--- src/rtl/rpd_pkg.sv ---
// ----------------------------------------------------------------------------
// rpd_pkg: shared definitions for the RLE pattern decoder
// Character codes, result widths, scan modes and small character classifiers.
// ----------------------------------------------------------------------------
package rpd_pkg;

  // Widths of the channel payloads; these are fixed by the stream format.
  localparam int CH_W        = 8;
  localparam int RUN_COORD_W = 32;
  localparam int RUN_LEN_W   = 16;

  // Defaults for the top-level parameters.
  localparam int COORD_BITS_DEF = 32;
  localparam int COUNT_BITS_DEF = 16;

  // Character codes that the decoder reacts to.
  localparam logic [CH_W-1:0] CH_NUL    = 8'h00;
  localparam logic [CH_W-1:0] CH_TAB    = 8'h09;
  localparam logic [CH_W-1:0] CH_LF     = 8'h0A;
  localparam logic [CH_W-1:0] CH_VT     = 8'h0B;
  localparam logic [CH_W-1:0] CH_FF     = 8'h0C;
  localparam logic [CH_W-1:0] CH_CR     = 8'h0D;
  localparam logic [CH_W-1:0] CH_SPACE  = 8'h20;
  localparam logic [CH_W-1:0] CH_BANG   = 8'h21;
  localparam logic [CH_W-1:0] CH_DOLLAR = 8'h24;
  localparam logic [CH_W-1:0] CH_ZERO   = 8'h30;
  localparam logic [CH_W-1:0] CH_NINE   = 8'h39;
  localparam logic [CH_W-1:0] CH_B      = 8'h62;
  localparam logic [CH_W-1:0] CH_O      = 8'h6F;

  // Result kinds.
  localparam logic KIND_RUN = 1'b0;
  localparam logic KIND_END = 1'b1;

  // Scanner mode; the unused code behaves as MODE_IDLE.
  typedef enum logic [1:0] {
    MODE_IDLE    = 2'd0,
    MODE_COMMENT = 2'd1,
    MODE_COUNT   = 2'd2
  } scan_mode_t;

  function automatic logic is_space(input logic [CH_W-1:0] c);
    return c inside {CH_SPACE, CH_TAB, CH_LF, CH_VT, CH_FF, CH_CR};
  endfunction

  function automatic logic is_digit(input logic [CH_W-1:0] c);
    return c inside {[CH_ZERO:CH_NINE]};
  endfunction

  function automatic logic is_token(input logic [CH_W-1:0] c);
    return c inside {CH_B, CH_O, CH_DOLLAR, CH_BANG};
  endfunction

endpackage

--- src/rtl/rpd_in_if.sv ---
// ----------------------------------------------------------------------------
// rpd_in_if: input character channel
// Valid/ready channel that carries one pattern text byte per beat.
// ----------------------------------------------------------------------------
interface rpd_in_if;
  import rpd_pkg::*;

  logic            valid;
  logic            ready;
  logic [CH_W-1:0] ch;

  modport source (output valid, output ch, input ready);
  modport sink   (input valid, input ch, output ready);

endinterface

--- src/rtl/rpd_out_if.sv ---
// ----------------------------------------------------------------------------
// rpd_out_if: decoded result channel
// Valid/ready channel that carries one live run or end marker per beat.
// ----------------------------------------------------------------------------
interface rpd_out_if;
  import rpd_pkg::*;

  logic                   valid;
  logic                   ready;
  logic                   kind;
  logic [RUN_COORD_W-1:0] run_x;
  logic [RUN_COORD_W-1:0] run_y;
  logic [RUN_LEN_W-1:0]   run_length;

  modport source (output valid, output kind, output run_x, output run_y,
                  output run_length, input ready);
  modport sink   (input valid, input kind, input run_x, input run_y,
                  input run_length, output ready);

endinterface

--- src/rtl/rle_pattern_decoder_core.sv ---
// ----------------------------------------------------------------------------
// rle_pattern_decoder_core: run-length-encoded cell pattern decoder
// Turns a stream of pattern text bytes into live cell runs and end markers.
// ----------------------------------------------------------------------------
// The decoder takes one text byte per beat and answers with at most one result
// beat per byte. It sustains one byte per clock cycle while the result is not
// stalled: every byte is decoded in the cycle it is accepted, by a single pass
// of logic that updates the scanner state (mode, run count, column, row,
// finished flag) and loads the result register. The result register parts the
// two channels, so a new byte is taken whenever that register is empty or being
// drained in the same cycle; a stalled result therefore holds the input for as
// long as it stays. A live run result is registered and appears in the cycle
// after its 'o' byte is accepted. Whitespace is skipped, decimal digits build a
// saturating run count (an absent or zero count means one), and any other byte
// between tokens that is not a command opens a comment up to its newline. 'b'
// moves the column, 'o' emits a run and moves the column, '$' moves the row and
// zeroes the column, and '!' or a NUL byte ends the pattern with an end beat.
// After the end, bytes are ignored until a NUL, which clears all state
// silently. There is no memory and no clearing pass.
// ----------------------------------------------------------------------------
module rle_pattern_decoder_core #(
  parameter int COORD_BITS = rpd_pkg::COORD_BITS_DEF,  // cursor width, 8 to 64
  parameter int COUNT_BITS = rpd_pkg::COUNT_BITS_DEF   // run count width, 4 to 32
) (
  input  logic      clk,
  input  logic      rst_n,
  rpd_in_if.sink    in_chan,
  rpd_out_if.source out_chan
);
  import rpd_pkg::*;

  // The run count times ten plus a digit fits in four more bits.
  localparam int MUL_W = COUNT_BITS + 4;
  // Width used when capping the count to the result's run length field.
  localparam int LEN_CMP_W = (COUNT_BITS > RUN_LEN_W) ? COUNT_BITS : RUN_LEN_W;

  // Scanner state.
  scan_mode_t              mode_r,     mode_nxt;
  logic [COUNT_BITS-1:0]   count_r,    count_nxt;
  logic [COORD_BITS-1:0]   col_r,      col_nxt;
  logic [COORD_BITS-1:0]   row_r,      row_nxt;
  logic                    finished_r, finished_nxt;

  // Result register.
  logic                    out_valid_r;
  logic                    kind_r,     kind_nxt;
  logic [RUN_COORD_W-1:0]  run_x_r,    run_x_nxt;
  logic [RUN_COORD_W-1:0]  run_y_r,    run_y_nxt;
  logic [RUN_LEN_W-1:0]    run_len_r,  run_len_nxt;
  logic                    res_valid;

  logic                    in_fire;
  logic [CH_W-1:0]         ch;
  logic                    do_cmd;
  logic [COUNT_BITS-1:0]   cmd_n;
  logic [COUNT_BITS-1:0]   count_eff;
  logic [MUL_W-1:0]        count_mul;
  logic [COUNT_BITS-1:0]   count_sat;
  logic [3:0]              digit;
  logic [LEN_CMP_W-1:0]    len_wide;

  // A byte may enter whenever the result register is free this cycle.
  assign in_chan.ready = !out_valid_r || out_chan.ready;
  assign in_fire       = in_chan.valid && in_chan.ready;
  assign ch            = in_chan.ch;

  assign digit     = 4'(ch - CH_ZERO);
  assign count_eff = (count_r == '0) ? COUNT_BITS'(1) : count_r;

  // count * 10 + digit as shifts and adds, then saturate to all ones.
  assign count_mul = {1'b0, count_r, 3'b000} + {3'b000, count_r, 1'b0} + MUL_W'(digit);
  assign count_sat = (count_mul[MUL_W-1:COUNT_BITS] != '0) ? '1
                                                           : count_mul[COUNT_BITS-1:0];

  // Run length is the command count capped to the width of the result field.
  assign len_wide = LEN_CMP_W'(cmd_n);

  always_comb begin
    mode_nxt     = mode_r;
    count_nxt    = count_r;
    col_nxt      = col_r;
    row_nxt      = row_r;
    finished_nxt = finished_r;
    do_cmd       = 1'b0;
    cmd_n        = COUNT_BITS'(1);
    res_valid    = 1'b0;
    kind_nxt     = KIND_RUN;
    run_x_nxt    = RUN_COORD_W'(col_r);
    run_y_nxt    = RUN_COORD_W'(row_r);
    run_len_nxt  = (len_wide > LEN_CMP_W'({RUN_LEN_W{1'b1}})) ? '1
                                                               : len_wide[RUN_LEN_W-1:0];

    if (finished_r) begin
      // After the end only a NUL matters, and it wipes the slate clean.
      if (ch == CH_NUL) begin
        mode_nxt     = MODE_IDLE;
        count_nxt    = '0;
        col_nxt      = '0;
        row_nxt      = '0;
        finished_nxt = 1'b0;
      end
    end else begin
      case (mode_r)
        MODE_COMMENT: begin
          if (ch == CH_NUL) begin
            do_cmd = 1'b1;
          end else if (ch == CH_LF) begin
            mode_nxt = MODE_IDLE;
          end
        end
        MODE_COUNT: begin
          if (is_digit(ch)) begin
            count_nxt = count_sat;
          end else begin
            // Any non-digit closes the count; unknown bytes just drop it.
            mode_nxt  = MODE_IDLE;
            count_nxt = '0;
            do_cmd    = 1'b1;
            cmd_n     = count_eff;
          end
        end
        default: begin
          mode_nxt = MODE_IDLE;
          if (ch == CH_NUL || is_token(ch)) begin
            do_cmd = 1'b1;
          end else if (is_digit(ch)) begin
            mode_nxt  = MODE_COUNT;
            count_nxt = COUNT_BITS'(digit);
          end else if (!is_space(ch)) begin
            mode_nxt = MODE_COMMENT;
          end
        end
      endcase

      if (do_cmd) begin
        case (ch)
          CH_B: begin
            col_nxt = col_r + COORD_BITS'(cmd_n);
          end
          CH_O: begin
            res_valid = 1'b1;
            col_nxt   = col_r + COORD_BITS'(cmd_n);
          end
          CH_DOLLAR: begin
            row_nxt = row_r + COORD_BITS'(cmd_n);
            col_nxt = '0;
          end
          CH_BANG, CH_NUL: begin
            res_valid    = 1'b1;
            finished_nxt = 1'b1;
            mode_nxt     = MODE_IDLE;
            count_nxt    = '0;
            kind_nxt     = KIND_END;
            run_x_nxt    = '0;
            run_y_nxt    = '0;
            run_len_nxt  = '0;
          end
          default: begin
          end
        endcase
      end
    end
  end

  // Scanner state registers.
  always_ff @(posedge clk) begin
    if (!rst_n) begin
      mode_r     <= MODE_IDLE;
      count_r    <= '0;
      col_r      <= '0;
      row_r      <= '0;
      finished_r <= 1'b0;
    end else if (in_fire) begin
      mode_r     <= mode_nxt;
      count_r    <= count_nxt;
      col_r      <= col_nxt;
      row_r      <= row_nxt;
      finished_r <= finished_nxt;
    end
  end

  // Result valid: loaded on every accepted byte, cleared once taken.
  always_ff @(posedge clk) begin
    if (!rst_n) begin
      out_valid_r <= 1'b0;
    end else if (in_fire) begin
      out_valid_r <= res_valid;
    end else if (out_chan.ready) begin
      out_valid_r <= 1'b0;
    end
  end

  // Result payload needs no reset.
  always_ff @(posedge clk) begin
    if (in_fire && res_valid) begin
      kind_r    <= kind_nxt;
      run_x_r   <= run_x_nxt;
      run_y_r   <= run_y_nxt;
      run_len_r <= run_len_nxt;
    end
  end

  assign out_chan.valid      = out_valid_r;
  assign out_chan.kind       = kind_r;
  assign out_chan.run_x      = run_x_r;
  assign out_chan.run_y      = run_y_r;
  assign out_chan.run_length = run_len_r;

  // Once the pattern has ended, no byte may produce another result.
  a_silent_after_end: assert property (@(posedge clk) disable iff (!rst_n)
    (in_fire && finished_r) |=> !out_valid_r)
    else $error("result produced after end of pattern");

  // An end beat waiting at the output implies the finished flag is held.
  a_end_sets_finished: assert property (@(posedge clk) disable iff (!rst_n)
    (out_valid_r && kind_r == KIND_END) |-> finished_r)
    else $error("end beat without finished flag");

  // A live run always covers at least one cell.
  a_run_nonempty: assert property (@(posedge clk) disable iff (!rst_n)
    (out_valid_r && kind_r == KIND_RUN) |-> (run_len_r != '0))
    else $error("live run with zero length");

endmodule

--- src/flat_wrapper.sv ---
// flat-port wrapper written by rule: the top's interface ports become plain ports
module rle_pattern_decoder_core_flat import rpd_pkg::*;
#(
  parameter int COORD_BITS = rpd_pkg::COORD_BITS_DEF,                          
  parameter int COUNT_BITS = rpd_pkg::COUNT_BITS_DEF                              
)
  (clk, rst_n, in_chan_valid, in_chan_ch, in_chan_ready, out_chan_valid, out_chan_kind, out_chan_run_x, out_chan_run_y, out_chan_run_length, out_chan_ready);
  rpd_in_if in_chan_i ();
  rpd_out_if out_chan_i ();
  input  logic clk;
  input  logic rst_n;
  input wire logic [$bits(in_chan_i.valid)-1:0] in_chan_valid;
  input wire logic [$bits(in_chan_i.ch)-1:0] in_chan_ch;
  output wire logic [$bits(in_chan_i.ready)-1:0] in_chan_ready;
  output wire logic [$bits(out_chan_i.valid)-1:0] out_chan_valid;
  output wire logic [$bits(out_chan_i.kind)-1:0] out_chan_kind;
  output wire logic [$bits(out_chan_i.run_x)-1:0] out_chan_run_x;
  output wire logic [$bits(out_chan_i.run_y)-1:0] out_chan_run_y;
  output wire logic [$bits(out_chan_i.run_length)-1:0] out_chan_run_length;
  input wire logic [$bits(out_chan_i.ready)-1:0] out_chan_ready;
  assign in_chan_i.valid = in_chan_valid;
  assign in_chan_i.ch = in_chan_ch;
  assign in_chan_ready = in_chan_i.ready;
  assign out_chan_valid = out_chan_i.valid;
  assign out_chan_kind = out_chan_i.kind;
  assign out_chan_run_x = out_chan_i.run_x;
  assign out_chan_run_y = out_chan_i.run_y;
  assign out_chan_run_length = out_chan_i.run_length;
  assign out_chan_i.ready = out_chan_ready;
  rle_pattern_decoder_core #(.COORD_BITS(COORD_BITS), .COUNT_BITS(COUNT_BITS)) u_core (.clk(clk), .rst_n(rst_n), .in_chan(in_chan_i), .out_chan(out_chan_i));
endmodule
--- config.mk ---
export PLATFORM = sky130hd
export DESIGN_NAME = rle_pattern_decoder_core_flat
export DESIGN_NICKNAME = d
export VERILOG_FILES = /design/src/rtl/rpd_pkg.sv /design/src/rtl/rpd_in_if.sv /design/src/rtl/rpd_out_if.sv /design/src/rtl/rle_pattern_decoder_core.sv /design/src/flat_wrapper.sv
export SDC_FILE = /design/constraint.sdc
export NUM_CORES = 1
export LEC_CHECK = 0
export ABC_AREA = 1
export BUFFER_PORTS_ARGS = -buffer_cell sky130_fd_sc_hd__clkbuf_2
export CAP_MARGIN = 25
export CORE_MARGIN = 2
export CORE_UTILIZATION = 60
export CTS_CLUSTER_SIZE = 24
export DETAILED_ROUTE_END_ITERATION = 16
export HOLD_SLACK_MARGIN = 0.12
export PLACE_DENSITY = 0.8
export SLEW_MARGIN = 20
export SYNTH_ARGS = -nofsm -noshare
export SYNTH_HDL_FRONTEND = slang
export SYNTH_SLANG_ARGS = --single-unit
--- constraint.sdc ---
create_clock -name clk -period 5.2 [get_ports clk]
set_clock_uncertainty 0.1 [all_clocks]
set_input_delay 1.04 -clock clk [delete_from_list [all_inputs] [get_ports clk]]
set_output_delay 1.04 -clock clk [all_outputs]
set_load 0.005 [all_outputs]
Yosys cells after proc, flatten, opt, wreduce, memory -nomap -nowiden. Cells that the tools add are included.

Flip-flop bits (word level): 165. Output and inout port bits: 83.

Reduce and logical (&&, ||, !) cells: 21. $add $sub $neg: 5. Multiplexer cells: 56. $lt $le $gt $ge: 3. Equal/unequal tests: 13.

Operators with widths (count): two-way mux 32 bit (12); two-way mux 16 bit (17); adder 32 x 16 -> 32 bit (2); case mux 32 bit (2 select lines) (1); equality test 8 x 4 -> 1 bit (second input constant) (5); case mux 16 bit (2 select lines) (1); equality test 8 x 6 -> 1 bit (second input constant) (3); adder 19 x 17 -> 20 bit (1); adder 20 x 4 -> 20 bit (1); two-way mux 2 bit (9); equality test 8 x 7 -> 1 bit (second input constant) (2); greater-than comparator 16 bit (second input constant) (1); logical NOT 16 bit (1); two-way mux 1 bit (14); >= comparator 8 x 6 -> 1 bit (second input constant) (1); less-or-equal comparator 8 x 6 -> 1 bit (second input constant) (1); logical NOT 8 bit (1); AND reduction 4 bit (2); nonzero test 4 bit (2); nonzero test 2 bit (3); nonzero test 6 bit (1); case mux 2 bit (2 select lines) (1); OR reduction 2 bit (2); subtractor 4 x 1 -> 4 bit (second input constant) (1); other kinds (10) (13).

Depth between registers and ports, before layout. Gate-level depths: netlist of run 1.

Depth after elaboration: 11. Gate-level depth with buffers: 26. Gate-level depth less buffers: 26.

Worst setup path after synthesis of run 1. Ideal clock, no wire load.

Path kind: input port to flip-flop. Start: input port in_chan_ch[6]. End: register u_core.kind_r, in the netlist u_core.out_chan.kind, enable pin. Path slack: 1.128 ns. Data arrival time: 3.537 ns. Stages: 11. Buffers on the path: 0. Data required time: 4.665 ns. Library setup time: 0.435 ns. Cells stage by stage: inv_2 > nand2_1 > inv_2 > nand2_1 > nor4_4 > nor2_2 > nand3_2 > nand2_4 > inv_1 > nand3_1 > inv_1.

Longest elaborated chain between the ends: 9.

Ends and longest elaborated chain: start, declared (line flat_wrapper.sv:13) `input wire logic [$bits(in_chan_i.ch)-1:0] in_chan_ch;`; branches (longest 6 deep; another with >= comparator 8 x 6 -> 1 bit); two-way mux 1 bit (*) (line rle_pattern_decoder_core.sv:135) `if (do_cmd) begin`; two-way mux 1 bit (*) (line rle_pattern_decoder_core.sv:93) `if (finished_r) begin`; logical AND 1 bit (*) (line rle_pattern_decoder_core.sv:195) `if (in_fire && res_valid) begin`; end signal, assigned (line rle_pattern_decoder_core.sv:196) `kind_r <= kind_nxt;`; end, declared (line rle_pattern_decoder_core.sv:46) `logic kind_r, kind_nxt;`.

Every way passes the cells marked *. The select of a mux whose other input is x is not followed. A chain may end at the register's enable or synchronous reset.

Worst setup path after layout of run 1.
Start: input port in_chan_ch[1]. End: register u_core.row_r[22].

Longest elaborated chain between the ends: 9.

Ends and longest elaborated chain: >= comparator 8 x 6 -> 1 bit or less-or-equal comparator 8 x 6 -> 1 bit (tied branches) (line rpd_pkg.sv:47) `return c inside {[CH_ZERO:CH_NINE]};`; logical AND 1 bit (line rpd_pkg.sv:47); two-way mux 16 bit (line rle_pattern_decoder_core.sv:112) `if (is_digit(ch)) begin`; two-way mux 16 bit (line rle_pattern_decoder_core.sv:103) `case (mode_r)`; two-way mux 16 bit (line rle_pattern_decoder_core.sv:93); adder 32 x 16 -> 32 bit (line rle_pattern_decoder_core.sv:145) `row_nxt = row_r + COORD_BITS'(cmd_n);`; two-way mux 32 bit (line rle_pattern_decoder_core.sv:136) `case (ch)`; two-way mux 32 bit (line rle_pattern_decoder_core.sv:135); two-way mux 32 bit (line rle_pattern_decoder_core.sv:93); end signal, assigned (line rle_pattern_decoder_core.sv:177) `row_r <= row_nxt;`; end, declared (line rle_pattern_decoder_core.sv:41) `logic [COORD_BITS-1:0] row_r, row_nxt;`.

Parallel ways exist; a longest one is shown, timed or not. The select of a mux whose other input is x is not followed.

==> summary.md, run 1 <==
| Metric | Value |
|---|---|
| Initial antenna violation count | `0` |
| Hold Worst Slack | `380 ps` |
| Slew headroom | `0.385` |
| Setup TNS | `0 ps` |
| Drt wl/cell | `15.1 um` |
| Die Span X | `138 um` |
| Grt total ovfl | `0` |
| # IOs | `95` |
| MaxCap Viol Count | `0` |
| RSZ-0062 raised after global routing | `no` |
| Total track usage | `0.290` |
| Cell Rows | `48` |
| Total Wirelength | `26600 um` |
| Final Max Tran Viols | `0` |
| Crit. End Element | `flop` |
| ANT cells | `0` |
| PortBufs | `94` |
| Leading cell type in the layout, fill and taps excluded | `nand2_1` |
| Post-synth ARST share | `0` |
| H-tree depth | `4` |
| Starting Density | `0.617` |
| FF-to-FF setup slack | `1290 ps` |
| Post-CTS Setup Repair Bufs | `0` |
| Sequential Power Share | `0.465` |
| Seq/Total Area, Yosys | `0.384` |
| Most frequent cells in the layout | `376 x nand2_1, 192 x inv_1, 140 x nor2_1` |
| Post-CTS Resized | `0` |
| Startpoint types | `input port` |
| Leak pwr | `0.00550 uW` |
| Hold Path Class | `flop to flop` |
| Clk buf depth | `2` |
| Synthesis Warnings | `0` |
| Pwr/cell area | `251 mW/mm^2` |
| Worst setup endpoint | `u_core.row_r[22]` |
| Post-synth EDFFs | `81` |
| Worst r2r path cells | `23` |
| Flip-flop and latch count after synthesis | `165` |
| Vias | `9790` |
| FMAX | `236 MHz` |
| First-pass GRT wire length | `43200 um` |
| Net Sw Power | `820 uW` |
| DRC viols | `0` |
| Clk pwr share | `0.428` |
| DRT Pass-1 Iters | `6` |
| DIE AREA | `0.0189 mm^2` |
| Vias/cell | `5.53` |
| Comb pwr share | `0.107` |
| Distinct cells, synth | `59` |
| Worst-Margin Slew | `919 ps` |
| Layout cell share with drive strength beyond 1 | `0.149` |
| Die span in y | `138 um` |
| CP startpoint | `in_chan_ch[1]` |
| Status | `finished, final reports clean` |
| Worst R2R End | `u_core.row_r[22]` |
| Mean Syn Cell Area | `7.38 um^2` |
| Iter 0 DRT Violations | `764` |
| Clock tree from TritonCTS | `built` |
| Final setup violating endpoints | `0` |
| Post-route ant nets | `0` |
| Post-Syn Nets | `1527` |
| Mapped Area | `0.0107 mm^2` |
| RR Startpoint | `u_core.mode_r[0]` |
| Final instance area | `0.0119 mm^2` |
| Switching Fraction | `0.275` |
| Worst-path clk slew | `70 ps` |
| RePlAce Congestion | `0.964` |
| Hold_buf cts | `0` |
| Worst VDD drop | `0.247 mV` |
| Clock root buffer | `clkbuf_16` |
| Critical path data arrival time | `4450 ps` |
| Setup CP Type | `input port to flop` |
| Largest net degree at the start of global routing | `47` |
| Worst skew pair latency | `440 ps` |
| Vias in the first global route | `9041` |
| Leading register cell type out of synthesis | `dfxtp_1` |
| Post-layout min period | `4240 ps` |
| Layout Nets | `1609` |
| Cells after Synth | `1450` |
| Final Cycle Share | `0.816` |
| Final Hold Vio Count | `0` |
| CP required | `5400 ps` |
| Core Region | `0.0174 mm^2` |
| Max FO, Critical Path | `27` |
| Clock Sinks | `165` |
| Area Growth Syn to Fin | `11.2%` |
| Pint | `2170 uW` |
| Dpl cell area | `0.0113 mm^2` |
| Hpwl dp | `20100 um` |
| Num CTS Buffers | `17` |
-- flip-flops by register name (all words and copies together) (netlist names) --
register                    cells
u_core.row_r                   32
u_core.finished_r               1
u_core.out_chan.run_x          32
u_core.out_chan.run_length     16
u_core.out_chan.run_y          32
u_core.count_r                 16
u_core.mode_r                   2
u_core.out_chan.valid           1
u_core.out_chan.kind            1
u_core.col_r                   32
-- routing by layer --
layer,part of all wire,vias up,wire length [um],GRT usage
met5,0,-,0,0
met4,0.025,0,677,0.107
met3,0.054,51,1440,0.0464
met2,0.48,346,12800,0.490
met1,0.44,4480,11700,0.376
li1,-,4913,-,-
-- cells by family after synthesis --
group,synth area share
and+or+nand+nor,0.317
buffers and inverters,0.0933
AOI/OAI and AO/OA,0.108
DFF,0.384
adders and majority gates,0.0788
xor gates and xnor gates,0.0180
-- metrics by stage --
step	total power, uW	std cells	setup slack (ps)	util
finish	2990	1770	957	0.686
detailed placement	1730	1738	531	0.651
global placement	1730	1738	662	0.651
floorplan	1660	1450	1130	-
CTS	2990	1770	974	0.686
global route	3090	1770	587	0.686
-- cell type report --
cell class | instances | area, um^2
sequential | 165 | 4110
multi-input combinational | 1036 | 5590
inverter | 214 | 810
fill | 1485 | 5450
clock inverter | 12 | 129
clock buffer | 20 | 479
tap | 225 | 282
timing repair buffer | 98 | 500
-- worst min-delay path by stage --
stage	slack, ps	end	from	cells after the start
3_3_place_gp	360	u_core.row_r[9]	u_core.row_r[9]	2
2_1_floorplan	350	u_core.row_r[14]	u_core.row_r[14]	2
4_1_cts	380	u_core.row_r[15]	u_core.row_r[15]	2
5_1_grt	410	u_core.row_r[13]	u_core.row_r[13]	2
3_5_place_dp	370	u_core.row_r[15]	u_core.row_r[15]	2
6_report	380	u_core.row_r[12]	u_core.row_r[12]	2
-- Yosys cell counts (2+ instances only) --
cell type	instances	area share
nor2_1	140	0.049
ha_1	61	0.071
inv_2	18	0.0063
inv_4	2	0.0012
clkbuf_1	14	0.0049
nand4_1	23	0.013
buf_4	6	0.0042
inv_1	193	0.068
a21oi_2	12	0.0098
a31oi_1	2	0.0012
xor2_1	9	0.0074
buf_2	11	0.0051
buf_6	3	0.0032
fa_1	4	0.0075
nand3b_1	4	0.0028
nand2_4	5	0.0053
a21o_1	3	0.0021
nand2_2	16	0.0094
xnor2_1	13	0.011
o21ai_0	49	0.023
nand2_1	376	0.13
nand3_1	96	0.045
edfxtp_1	81	0.23
o21ai_2	4	0.0033
a21oi_1	93	0.043
nor3_1	35	0.016
o21ai_1	18	0.0084
o22ai_1	4	0.0023
nor3b_1	2	0.0014
nand3_2	10	0.0094
nand4_2	3	0.0035
nor2_2	7	0.0041
nor2_4	2	0.0021
nand3_4	2	0.0033
o21bai_1	4	0.0028
nor3_4	2	0.0030
dfxtp_1	84	0.16
or2_2	10	0.0058
a22oi_1	2	0.0014
nor4_1	8	0.0047
-- critical path, stage by stage --
cell and delay, ps:
clkbuf_2 150, o21ai_2 190, nand2_4 190, inv_4 210
nor2_4 50, inv_4 200, nor2_1 70, o41ai_1 130
ha_1 320, inv_1 80, fa_1 390, nand3b_1 170
nand2_1 110, nand3_1 70, nand2_1 100, nand3_1 120
nand3_2 120, nand3_1 80, nand2_1 120, nand3_1 80
nand2_1 170, nand2_1 90, nor2_1 120, nor3_1 60
-- power by group through the flow --
stage / Sequential (uW) / Combinational (uW) / Clock (uW)
detailed placement: 1420 / 317 / 0
global route: 1390 / 364 / 1340
floorplan: 1410 / 256 / 0
global placement: 1420 / 311 / 0
finish: 1390 / 321 / 1280
CTS: 1390 / 318 / 1290
(Power assumes the default switching activity.)
==> run 2: changes to the inputs <==
--- a/config.mk
+++ b/config.mk
@@ -9,11 +9,11 @@
 export BUFFER_PORTS_ARGS = -buffer_cell sky130_fd_sc_hd__clkbuf_2
 export CAP_MARGIN = 25
 export CORE_MARGIN = 2
-export CORE_UTILIZATION = 60
+export CORE_UTILIZATION = 55
 export CTS_CLUSTER_SIZE = 24
 export DETAILED_ROUTE_END_ITERATION = 16
 export HOLD_SLACK_MARGIN = 0.12
-export PLACE_DENSITY = 0.8
+export PLACE_DENSITY = 0.77
 export SLEW_MARGIN = 20
 export SYNTH_ARGS = -nofsm -noshare
 export SYNTH_HDL_FRONTEND = slang
==> constraint.sdc (replaced) <==
create_clock -name clk -period 3.8 [get_ports clk]
set_clock_uncertainty 0.1 [all_clocks]
set_input_delay 0.76 -clock clk [delete_from_list [all_inputs] [get_ports clk]]
set_output_delay 0.76 -clock clk [all_outputs]
set_load 0.005 [all_outputs]
==> summary.md, run 2 (synthesized netlist as in run 1, its figures left out) <==
| Metric | Value |
|---|---|
| Clock tree from TritonCTS | `built` |
| Setup CP Type | `flop to flop` |
| Clk buf depth | `2` |
| Critical path data arrival time | `3790 ps` |
| CP required | `4070 ps` |
| H-tree depth | `4` |
| Core Region | `0.0193 mm^2` |
| Post-layout min period | `3510 ps` |
| DRC viols | `0` |
| Post-route ant nets | `0` |
| Worst-path clk slew | `60 ps` |
| Number of fillers in the final layout | `1694` |
| Die span in y | `144 um` |
| Largest net degree at the start of global routing | `78` |
| DIE AREA | `0.0206 mm^2` |
| Total track usage | `0.270` |
| Status | `finished, final reports clean` |
| Slew headroom | `0.386` |
| Clock root buffer | `clkbuf_16` |
| First-pass GRT wire length | `44600 um` |
| Final setup violating endpoints | `0` |
| Final Hold Vio Count | `0` |
| Most frequent cells in the layout | `375 x nand2_1, 192 x inv_1, 140 x nor2_1` |
| Drt wl/cell | `14.6 um` |
| # IOs | `95` |
| Vias/cell | `5.38` |
| Area Growth Syn to Fin | `14.7%` |
| Layout Nets | `1646` |
| Starting Density | `0.556` |
| Max FO, Critical Path | `6` |
| MaxCap Viol Count | `0` |
| M1 WL | `11900 um` |
| Die Span X | `144 um` |
| Leading cell type in the layout, fill and taps excluded | `nand2_1` |
| PortBufs | `94` |
| Multi-input logic area | `0.00561 mm^2` |
| Pwr/cell area | `333 mW/mm^2` |
| Dpl cell area | `0.0117 mm^2` |
| FMAX | `285 MHz` |
| RePlAce Congestion | `0.981` |
| Startpoint types | `flop` |
| Hold_buf cts | `0` |
| RSZ-0062 raised after global routing | `no` |
| Setup TNS | `0 ps` |
| DRT Pass-1 Iters | `5` |
| Highest routing layer actually used | `met4` |
| Hpwl dp | `20100 um` |
| Clock Sinks | `165` |
| Met2 WL | `12700 um` |
| Vias in the first global route | `9253` |
| Storage element area | `0.00411 mm^2` |
| Final Cycle Share | `0.925` |
| Worst VDD drop | `0.268 mV` |
| Layout cell share with drive strength beyond 1 | `0.169` |
| Worst skew pair latency | `440 ps` |
| ANT cells | `0` |
| Met3 wire length | `1540 um` |
| Final instance area | `0.0123 mm^2` |
| Initial antenna violation count | `0` |
| Vias | `9929` |
| Cell Rows | `51` |
| Worst-Margin Slew | `920 ps` |
| Iter 0 DRT Violations | `861` |
| Num CTS Buffers | `17` |
| Leak pwr | `0.00569 uW` |
| Final Max Tran Viols | `0` |
| Hold Path Class | `flop to flop` |
| Total Wirelength | `27000 um` |
| Crit. End Element | `flop` |
| Grt total ovfl | `0` |
## run 2: per-layer routing
layer  vias to the layer above  global-route usage
met1                      4536               0.357
met4                         0               0.113
met3                        47              0.0393
li1                       5009                   -
met2                       337               0.444
met5                         -                   0
## run 2: final cells by class
cell class / instances / share of cell area
clock buffers: 21 / 0.0375
clock inverters: 11 / 0.00978
inverters: 214 / 0.0659
multi-input cells: 1036 / 0.457
flip-flops and latches: 165 / 0.335
well taps: 265 / 0.0270
repair buffers: 135 / 0.0675
## run 2: where the power goes
group	internal, uW	switching (uW)	leakage [uW]	total, uW
logic	180	321	0.00405	501
registers	1870	24.3	0.00136	1890
clock network	953	748	0.000278	1700
total	3000	1090	0.00569	4090
## run 2: path summary, 6_finish.rpt
check / start / end / slack, ps / cells after the start
worst min register to register: u_core.row_r[12] / u_core.row_r[12] / 370 / 2
worst max-delay path: u_core.count_r[11] / u_core.row_r[28] / 290 / 18
worst max register to register: u_core.count_r[11] / u_core.row_r[28] / 290 / 18
worst min-delay path: u_core.row_r[12] / u_core.row_r[12] / 370 / 2
## run 2: stage by stage
step | power, uW | util | hold WS [ps] | cells | setup slack, ps
after floorplan | 2280 | - | 350 | 1450 | 8.27
after global placement | 2410 | 0.606 | 366 | 1814 | 26.7
after detailed placement | 2420 | 0.606 | 367 | 1814 | -33.8
after CTS | 4100 | 0.636 | 377 | 1846 | 184
after global routing | 4240 | 0.637 | 396 | 1847 | 11.9
final | 4090 | 0.637 | 374 | 1847 | 286
## run 2: what timing repair did
action / in CTS / in global routing
gates resized for setup: 0 / 3
setup endpoints to repair: 0 / 11
buffers inserted: 0 / 1
## run 2: worst max-delay path: stages (launching register included)
cell	delay, ps
dfxtp_1	370
inv_1	170
nand4_1	210
o41ai_4	440
ha_1	220
inv_1	60
fa_1	400
nand3b_1	180
nand2_1	110
nand3_1	70
nand2_1	90
nand3_1	120
nand3_2	120
nand4_1	110
a21oi_2	300
nand3_1	170
nand2_1	100
nand2_1	50
nor2_1	80
==> run 3: changes to the inputs <==
--- a/config.mk
+++ b/config.mk
@@ -5,11 +5,11 @@
 export SDC_FILE = /design/constraint.sdc
 export NUM_CORES = 1
 export LEC_CHECK = 0
-export ABC_AREA = 1
+export ABC_AREA = 0
 export BUFFER_PORTS_ARGS = -buffer_cell sky130_fd_sc_hd__clkbuf_2
 export CAP_MARGIN = 25
 export CORE_MARGIN = 2
-export CORE_UTILIZATION = 55
+export CORE_UTILIZATION = 54
 export CTS_CLUSTER_SIZE = 24
 export DETAILED_ROUTE_END_ITERATION = 16
 export HOLD_SLACK_MARGIN = 0.12
@@ -18,3 +18,4 @@
 export SYNTH_ARGS = -nofsm -noshare
 export SYNTH_HDL_FRONTEND = slang
 export SYNTH_SLANG_ARGS = --single-unit
+export TNS_END_PERCENT = 50
==> summary.md, run 3 <==
| Metric | Value |
|---|---|
| Status | `finished, final reports clean` |
| DRT Pass-1 Iters | `5` |
| DRC viols | `0` |
| Top cells by area, synth | `edfxtp_1 26%, dfxtp_1 18%, ha_1 8.1%` |
| Max FO, Critical Path | `7` |
| Die Span X | `136 um` |
| Seq/Total Area, Yosys | `0.435` |
| Dpl cell area | `0.0110 mm^2` |
| Leading area contributor after synthesis | `edfxtp_1` |
| RSZ-0062 raised after global routing | `yes` |
| Clock tree from TritonCTS | `built` |
| Final setup violating endpoints | `0` |
| Area share of the leading cell type in the synthesized netlist | `0.257` |
| Clock root buffer | `clkbuf_16` |
| Num CTS Buffers | `17` |
| Cells after Synth | `994` |
| Final Max Tran Viols | `0` |
| Leading register cell type out of synthesis | `dfxtp_1` |
| Most frequent cells in the layout | `116 x buf_4, 102 x nand2_1, 94 x clkbuf_2` |
| # IOs | `95` |
| Drt wl/cell | `16.8 um` |
| CP required | `3990 ps` |
| Grt total ovfl | `0` |
| Initial antenna violation count | `0` |
| Mapped Area | `0.00947 mm^2` |
| Final worst setup slack | `5.11 ps` |
| Clock Sinks | `165` |
| Cell Rows | `48` |
| Leak pwr | `0.00526 uW` |
| Layout Nets | `1264` |
| Post-Syn Nets | `1071` |
| ANT cells | `0` |
| Hold Path Class | `flop to flop` |
| Startpoint types | `flop` |
| Synth cell count leaders | `102 x nand2_1, 84 x dfxtp_1, 81 x edfxtp_1` |
| Post-layout min period | `3790 ps` |
| Distinct cells, synth | `75` |
| Hold Worst Slack | `378 ps` |
| Hold_buf cts | `0` |
| Mean Syn Cell Area | `9.52 um^2` |
| Synthesis Warnings | `0` |
| Top-count cell post-synth | `nand2_1` |
| Total track usage | `0.256` |
| Crit. End Element | `flop` |
| Starting Density | `0.549` |
| Flip-flop and latch count after synthesis | `165` |
| Worst-Margin Slew | `831 ps` |
| Slew headroom | `0.446` |
| Vias/cell | `5.90` |
| Die span in y | `136 um` |
| Vias in the first global route | `7766` |
| Area Growth Syn to Fin | `25.2%` |
| Worst VDD drop | `0.311 mV` |
| Post-synth ARST share | `0` |
| Worst skew pair latency | `430 ps` |
| H-tree depth | `4` |
| RePlAce Congestion | `0.922` |
| Clk buf depth | `2` |
| Vias | `8410` |
| MaxCap Viol Count | `0` |
| Post-route ant nets | `0` |
| Critical path data arrival time | `3980 ps` |
| Leading cell type in the layout, fill and taps excluded | `buf_4` |
| Iter 0 DRT Violations | `632` |
| Pwr/cell area | `314 mW/mm^2` |
| Final total power | `3720 uW` |
| Core Region | `0.0172 mm^2` |
| Number of fillers in the final layout | `1310` |
| WHS Path Cells | `2` |
| Worst-path clk slew | `60 ps` |
| PortBufs | `94` |
| Hpwl dp | `17400 um` |
| Total Wirelength | `23900 um` |
| FMAX | `264 MHz` |
| DP Worst Slack | `-557 ps` |
| Worst r2r path cells | `18` |
| First-pass GRT wire length | `37600 um` |
| Largest net degree at the start of global routing | `58` |
| Setup CP Type | `flop to flop` |
| Final Hold Vio Count | `0` |
| Final Cycle Share | `0.999` |
| Post-synth EDFFs | `81` |
| Final instance area | `0.0119 mm^2` |
| Layout cell share with drive strength beyond 1 | `0.270` |
| DIE AREA | `0.0186 mm^2` |
==> run 3: cell types whose count changed after synthesis, sizes merged, moves of 17 or more <==
| cell | change |
|---|---|
| a21oi | -29 |
| and3 | +20 |
| clkbuf | +18 |
| inv | -188 |
| nand2 | -291 |
| nand3 | -84 |
| nor2 | -94 |
| nor2b | +68 |
| o211ai | +17 |
| o21ai | -26 |
| or3 | +18 |
==> run 3: final cells by class <==
| cell class | instances | area (um^2) | share of cell area |
|---|---|---|---|
| clock buffers | 20 | 458 | 0.0386 |
| repair buffers | 215 | 1420 | 0.120 |
| well taps | 225 | 282 | 0.0237 |
| inverters | 25 | 93.8 | 0.00791 |
| clock inverters | 12 | 115 | 0.00971 |
| flip-flops and latches | 165 | 4120 | 0.347 |
| multi-input cells | 763 | 5370 | 0.453 |
==> run 3: report_power, final <==
group / internal, uW / switching [uW]
clock network: 952 / 725
logic: 70.8 / 112
registers: 1850 / 3.52
==> run 3: per-stage QoR <==
step / setup TNS (ps) / utilization / instances
2_1_floorplan: -97140 / - / 994
3_3_place_gp: -11900 / 0.637 / 1386
3_5_place_dp: -16060 / 0.637 / 1386
4_1_cts: 0 / 0.671 / 1418
5_1_grt: -1090 / 0.688 / 1425
6_report: 0 / 0.688 / 1425
==> run 3: per-layer routing <==
metal,track usage,part of all wire,up-vias
met5,0,0,-
li1,-,-,4065
met3,0.0414,0.057,62
met4,0.112,0.034,0
met2,0.430,0.49,297
met1,0.325,0.42,3986
==> run 3: final timing paths <==
path	end	slack, ps	startpoint
hold reg to reg	u_core.col_r[2]	380	u_core.col_r[2]
setup / recovery	u_core.row_r[22]	5	u_core.count_r[11]
hold / removal	u_core.col_r[2]	380	u_core.col_r[2]
setup reg to reg	u_core.row_r[22]	5	u_core.count_r[11]
==> run 3: logic make-up (layout without fill, tap and decap cells) <==
logic type	count (synthesis)	count (layout)	synth area share
AND/OR/NAND/NOR	396	396	0.223
AO/OA/AOI/OAI	259	259	0.184
flip-flops	165	165	0.435
buffers and inverters	66	272	0.0289
adder cells (fa/ha/maj)	65	65	0.0891
XOR/XNOR	39	39	0.0361
multiplexers	4	4	0.00423
==> run 3: timing repair <==
action                                  CTS  global route
setup buffers                             0             6
resized for setup                         7            49
endpoints found under the setup margin   20            44
gates cloned                              0             1
pin swaps                                 3            27
==> run 3: worst max-delay path, stage by stage, from the launching register on <==
cell,delay (ps)
dfxtp_2,340
nor4_4,300
nand4_1,210
and2_4,210
nand2b_4,100
ha_4,140
inv_2,40
fa_2,350
nor2b_2,130
o21ai_2,90
a21boi_2,220
o41ai_2,130
o211a_1,280
o21ai_2,150
a31oi_2,150
buf_6,160
buf_4,140
o31ai_2,310
a21oi_2,100
